## src/rtl/core/assert_macros.svh

```systemverilog
`ifndef ASSERT_MACROS_SVH
`define ASSERT_MACROS_SVH

// same-cycle implication
`define MFLE_ASSERT_IMP(lbl, clk, rstn, ante, cons) \
    lbl: assert property (@(posedge clk) disable iff (!(rstn)) (ante) |-> (cons)) \
        else $error("mfle assertion failed");

// next-cycle implication
`define MFLE_ASSERT_NXT(lbl, clk, rstn, ante, cons) \
    lbl: assert property (@(posedge clk) disable iff (!(rstn)) (ante) |=> (cons)) \
        else $error("mfle assertion failed");

`endif

```

## src/rtl/core/mfle_pkg.sv

```systemverilog
`default_nettype none
package mfle_pkg;
    localparam int NUM_BANDS_DEF  = 32;
    localparam int FFT_POINTS_DEF = 256;

    localparam int POWER_W  = 31;
    localparam int WEIGHT_W = 16;
    localparam int SUM_W    = 54;
    localparam int DB_W     = 17;
    localparam int MUL_W    = 32;
    localparam int FRAC_W   = 24;
    localparam int EXP_W    = 6;

    localparam logic signed [DB_W-1:0] DB_ZERO_SUM = -17'sd35449;
    // 20*log10(2)*256 in q16
    localparam logic [MUL_W-1:0] DB_PER_OCTAVE = 32'd101008905;

    typedef logic [MUL_W-1:0]   t_mul_in;
    typedef logic [2*MUL_W-1:0] t_mul_out;
endpackage
`default_nettype wire

```

## src/rtl/core/mfle_mul.sv

```systemverilog
`default_nettype none
module mfle_mul
    import mfle_pkg::*;
(
    input  wire logic     i_clk,
    input  wire t_mul_in  i_a,
    input  wire t_mul_in  i_b,
    output t_mul_out      o_p
);
    t_mul_out r_p;

    always_ff @(posedge i_clk) begin
        r_p <= i_a * i_b;
    end

    assign o_p = r_p;
endmodule
`default_nettype wire

```

## config.mk

```make
export PLATFORM = sky130hd
export DESIGN_NAME = mfle_mul
export DESIGN_NICKNAME = d
export VERILOG_FILES = /design/src/rtl/core/assert_macros.svh /design/src/rtl/core/mfle_pkg.sv /design/src/rtl/core/mfle_mul.sv
export SDC_FILE = /design/constraint.sdc
export NUM_CORES = 2
export LEC_CHECK = 0
export ABC_AREA = 1
export BUFFER_PORTS_ARGS = -buffer_cell sky130_fd_sc_hd__buf_2
export CAP_MARGIN = 20
export CORE_ASPECT_RATIO = 1.5
export CORE_MARGIN = 2
export CORE_UTILIZATION = 55
export DETAILED_ROUTE_END_ITERATION = 8
export PLACE_DENSITY = 0.72
export SLEW_MARGIN = 20
export SYNTH_ARGS = -nofsm -noshare
export SYNTH_HDL_FRONTEND = slang
export SYNTH_SLANG_ARGS = --single-unit
```

## constraint.sdc

```tcl
create_clock -name i_clk -period 6.8 [get_ports i_clk]
set_input_delay 0.34 -clock i_clk [delete_from_list [all_inputs] [get_ports i_clk]]
set_output_delay 0.34 -clock i_clk [all_outputs]
set_load 0.05 [all_outputs]
```

# Word-level counts from Yosys, hierarchy flattened
# Cells that the tools add are included.
# word_totals
n_memories	0
output_inout_bits	64
mem_bits_rw	0
input_bits	65
romBits	0
register_bits	64
latch_bits	0
wordCells	2
# classes
multipliers	1
n_reduce_logical	0
add_sub_neg	0
muxes	0
shift	0
div	0
bitwise	0
n_lt_le_gt_ge	0
eq_ne	0
# ops
op	count
multiplier 32 x 32 -> 64 bit	1

# Depth between registers and ports, before layout
# logic_depth
ltp_word	1
depth_mapped	30
depth_no_buf	29

# Worst setup path after synthesis
# Ideal clock, no wire load.
# synth_path
kind	input to register
from	input port i_a[25]
to	register r_p[60], in the netlist o_p[60]
setup_ns	0.112
n_path_buf	1
slack_ns	0.646
arrival_time_ns	6.042
path_stages	26
cell_sequence	clkbuf_1 > nand2_1 > fa_1 > inv_1 > fa_1 > inv_1 > fa_1 > inv_1 > fa_1 > fa_1 > fa_1 > fa_1 > inv_1 > fa_1 > inv_1 > ha_1 > nand2_1 > nand2_1 > a21oi_1 > nand2_1 > nand2_1 > nand2_1 > a21oi_1 > nand2_1 > nand2_1 > nand2_1
# synth_between
elab_chain_cells	1
# synth_rtl
item	line	rtl
from (decl)	mfle_mul.sv:6	input wire t_mul_in i_a,
multiplier 32 x 32 -> 64 bit	mfle_mul.sv:13	r_p <= i_a * i_b;
to (signal assigned)	mfle_mul.sv:13	
to (decl)	mfle_mul.sv:10	t_mul_out r_p;
# No other way between the ends.

# Worst setup path after layout
# layout_path
from	input port i_b[6]
to	register r_p[49], in the netlist o_p[49]
# layout_between
elab_chain_cells	1
# layout_rtl
item	line	rtl
from (decl)	mfle_mul.sv:7	input wire t_mul_in i_b,
multiplier 32 x 32 -> 64 bit	mfle_mul.sv:13	
# No other way between the ends.

==> impl_metrics.yaml <==
status:
  outcome: "complete, no violations"
worst_setup_path:
  critPathCaptureType: "register"
  worst-endpoint-required_ns: 7.06
  arrival_ns: 6.78
  startpoint: "i_b[6]"
  critPathLaunchType: "input port"
  timing.setup.critical_path_class: "in -> reg"
  slowest_cell_on_crit_path: "fa_1"
  cp_max_fo: 22
  cpMostUsedCell: "fa_1"
  critical-path-max-stage-delay_ns: 0.55
clocking:
  root_buffer_cell: "clkbuf_16"
  cts_max_path_buffers: 2
  cts_hold_repair.buffers: 0
  cts_inserted_buffers: 9
  cts_tree: "done"
  cts_max_level: 3
  cts.sinks: 64
  path_clk_slew_ns: 0.06
layout:
  largest_register_ffs: 64
  final_core_utilization_pct: 59.88
  area_of_the_multi_input_gates_um2: 28890
  fin_area_um2: 40500
  num-fill-cells: 6303
  area.sequential_um2: 1281
  areaGrowthSynthToFinish_pct: 8.290
  finalNetCount: 6398
  fraction_of_layout_cells_with_a_size_suffix_above_1_pct: 7.937
die:
  initial_core_util_pct: 55.30
  core_area_um2: 67630
  fp.dieW_um: 216.9
  core.rowCount: 117
  die_height_um: 323.4
  die_area_um2: 70150
  boundaryPins: 129
detailed_routing:
  num_vias: 30600
  drcViolationCount: 0
  detail_route.first_pass.iterations: 8
  routed_wire_length_per_instance_um: 17.10
  initialDrtViolationCount: 2009
  drt-vias-per-instance: 5.037
  postRouteWirelength_um: 103900
  drt.antenna.violating_nets: 0
logic_synthesis:
  synthCells: 5023
  netlist_area_um2: 37400
  syn_nets: 6247
  ys_types: 23
  postSynthRegisterBits: 64
  syn_warnings: 0
  syn_area_per_cell_um2: 7.446
  ys_seq_area_share_pct: 3.426
job:
  max_cap_violations: 0
global_route:
  initial_antenna_violation_count: 9
  grt_max_degree: 30
  grt_pass1_vias: 33320
  grt_remaining_overflow: 0
  grt_first_pass_wirelength_um: 170800
  global_route.usage.total_pct: 31.46
sta:
  fin_crit_sh_pct: 95.96
  final-max-slew-violation-count: 0
  tightest_slew_ns: 0.6624
  grt_setup_unrepaired: "false"
  setup_viol_count_final: 0
  final-hold-violation-count: 0
  clock.fmax_ghz: 0.1532
  post-route-min-period_ns: 6.525
  whs_ns: 0.5630
  slew_headroom_pct: 55.84
placement:
  placedInstanceArea_um2: 40180
  io_buffer_count: 128
  dpl.hpwl_um: 91370
  place.gp.congestion: 0.9418
worst_hold_path:
  hold_path.startpoint: "i_a[0]"
  hold_class: "in -> reg"
[logic make-up after synthesis]
| kind of cell | after synthesis | synth area share, % |
|---|---|---|
| buffers and inverters | 1927 | 19.34 |
| and+or+nand+nor | 1781 | 18.80 |
| adders and majority gates | 1159 | 56.76 |
| DFF | 64 | 3.426 |
| AOI/OAI and AO/OA | 57 | 0.8531 |
| xor gates and xnor gates | 35 | 0.8196 |
[Yosys cell counts]
library cell / count / area (um2)
nor3_2: 6 / 60.06
nor2_2: 14 / 87.58
nor3_1: 11 / 55.05
fa_1: 896 / 17940
clkbuf_1: 192 / 720.7
nor2_1: 81 / 304.0
o21ai_0: 2 / 10.01
nor3_4: 1 / 16.27
dfxtp_1: 64 / 1281
nand3_1: 56 / 280.3
inv_2: 12 / 45.04
nand3_2: 9 / 90.09
nor2_4: 6 / 67.56
ha_1: 263 / 3291
o21bai_1: 11 / 82.58
a21oi_1: 43 / 215.2
nand2_1: 1566 / 5878
inv_1: 1723 / 6467
nand4_1: 16 / 100.1
xnor2_1: 2 / 17.52
xor2_1: 33 / 289.0
nand2_2: 15 / 93.84
o21bai_2: 1 / 11.26
[critical path: cells and delay by family]
kind / cells / cell delay [ns]
buffers and inverters: 8 / 0.93
AND/OR/NAND/NOR: 5 / 0.54
adder cells (fa/ha/maj): 9 / 4.37
AO/OA/AOI/OAI: 3 / 0.56
[per-stage QoR]
stage / setup WS, ns / setup TNS [ns] / std cells
final: 0.2746 / 0 / 6076
after detailed placement: -0.1205 / -0.5092 / 6055
after global routing: 0.003896 / 0 / 6075
after CTS: 0.2491 / 0 / 6070
after global placement: -0.06800 / -0.2092 / 6055
after floorplan: 0.6456 / 0 / 5023
[metal layers]
metal	vias to the layer above	GRT usage, %	share of wire, %
met5	-	0	0.0067
met4	2	13.76	4.8
met3	307	3.000	5.9
met2	1155	57.46	52
met1	15220	37.67	37
li1	13920	-	-
[cell usage in the layout, fill, tap and decap left out, types with 11 or more instances in the layout]
cell type / instances
a21oi_1: 43
buf_12: 17
buf_2: 123
buf_4: 187
dfxtp_1: 64
fa_1: 896
ha_1: 263
inv_1: 1723
inv_2: 12
nand2_1: 1566
nand2_2: 15
nand3_1: 56
nand4_1: 16
nor2_1: 81
nor2_2: 14
nor3_1: 11
o21bai_1: 11
xor2_1: 33
[repair_timing]
item                                    4_1_cts  5_1_grt
setup buffers                                 0        0
resized for setup                             0        5
endpoints found under the setup margin        0        9
[worst paths after layout]
kind / slack [ns] / cells after the start / endpoint
setup / recovery: 0.27 / 25 / o_p[49]
hold / removal: 0.56 / 4 / o_p[0]
[final cells by class]
class | instances | area share, %
clock buffers | 13 | 0.6920
diodes | 6 | 0.03707
multi-input cells | 3032 | 71.32
well taps | 892 | 2.756
inverters | 1735 | 16.08
clock inverters | 2 | 0.03089
flip-flops and latches | 64 | 3.163
repair buffers | 332 | 5.919
Power is not shown: default switching activity piles up to over one toggle a cycle in this logic, so the estimate is an artifact.
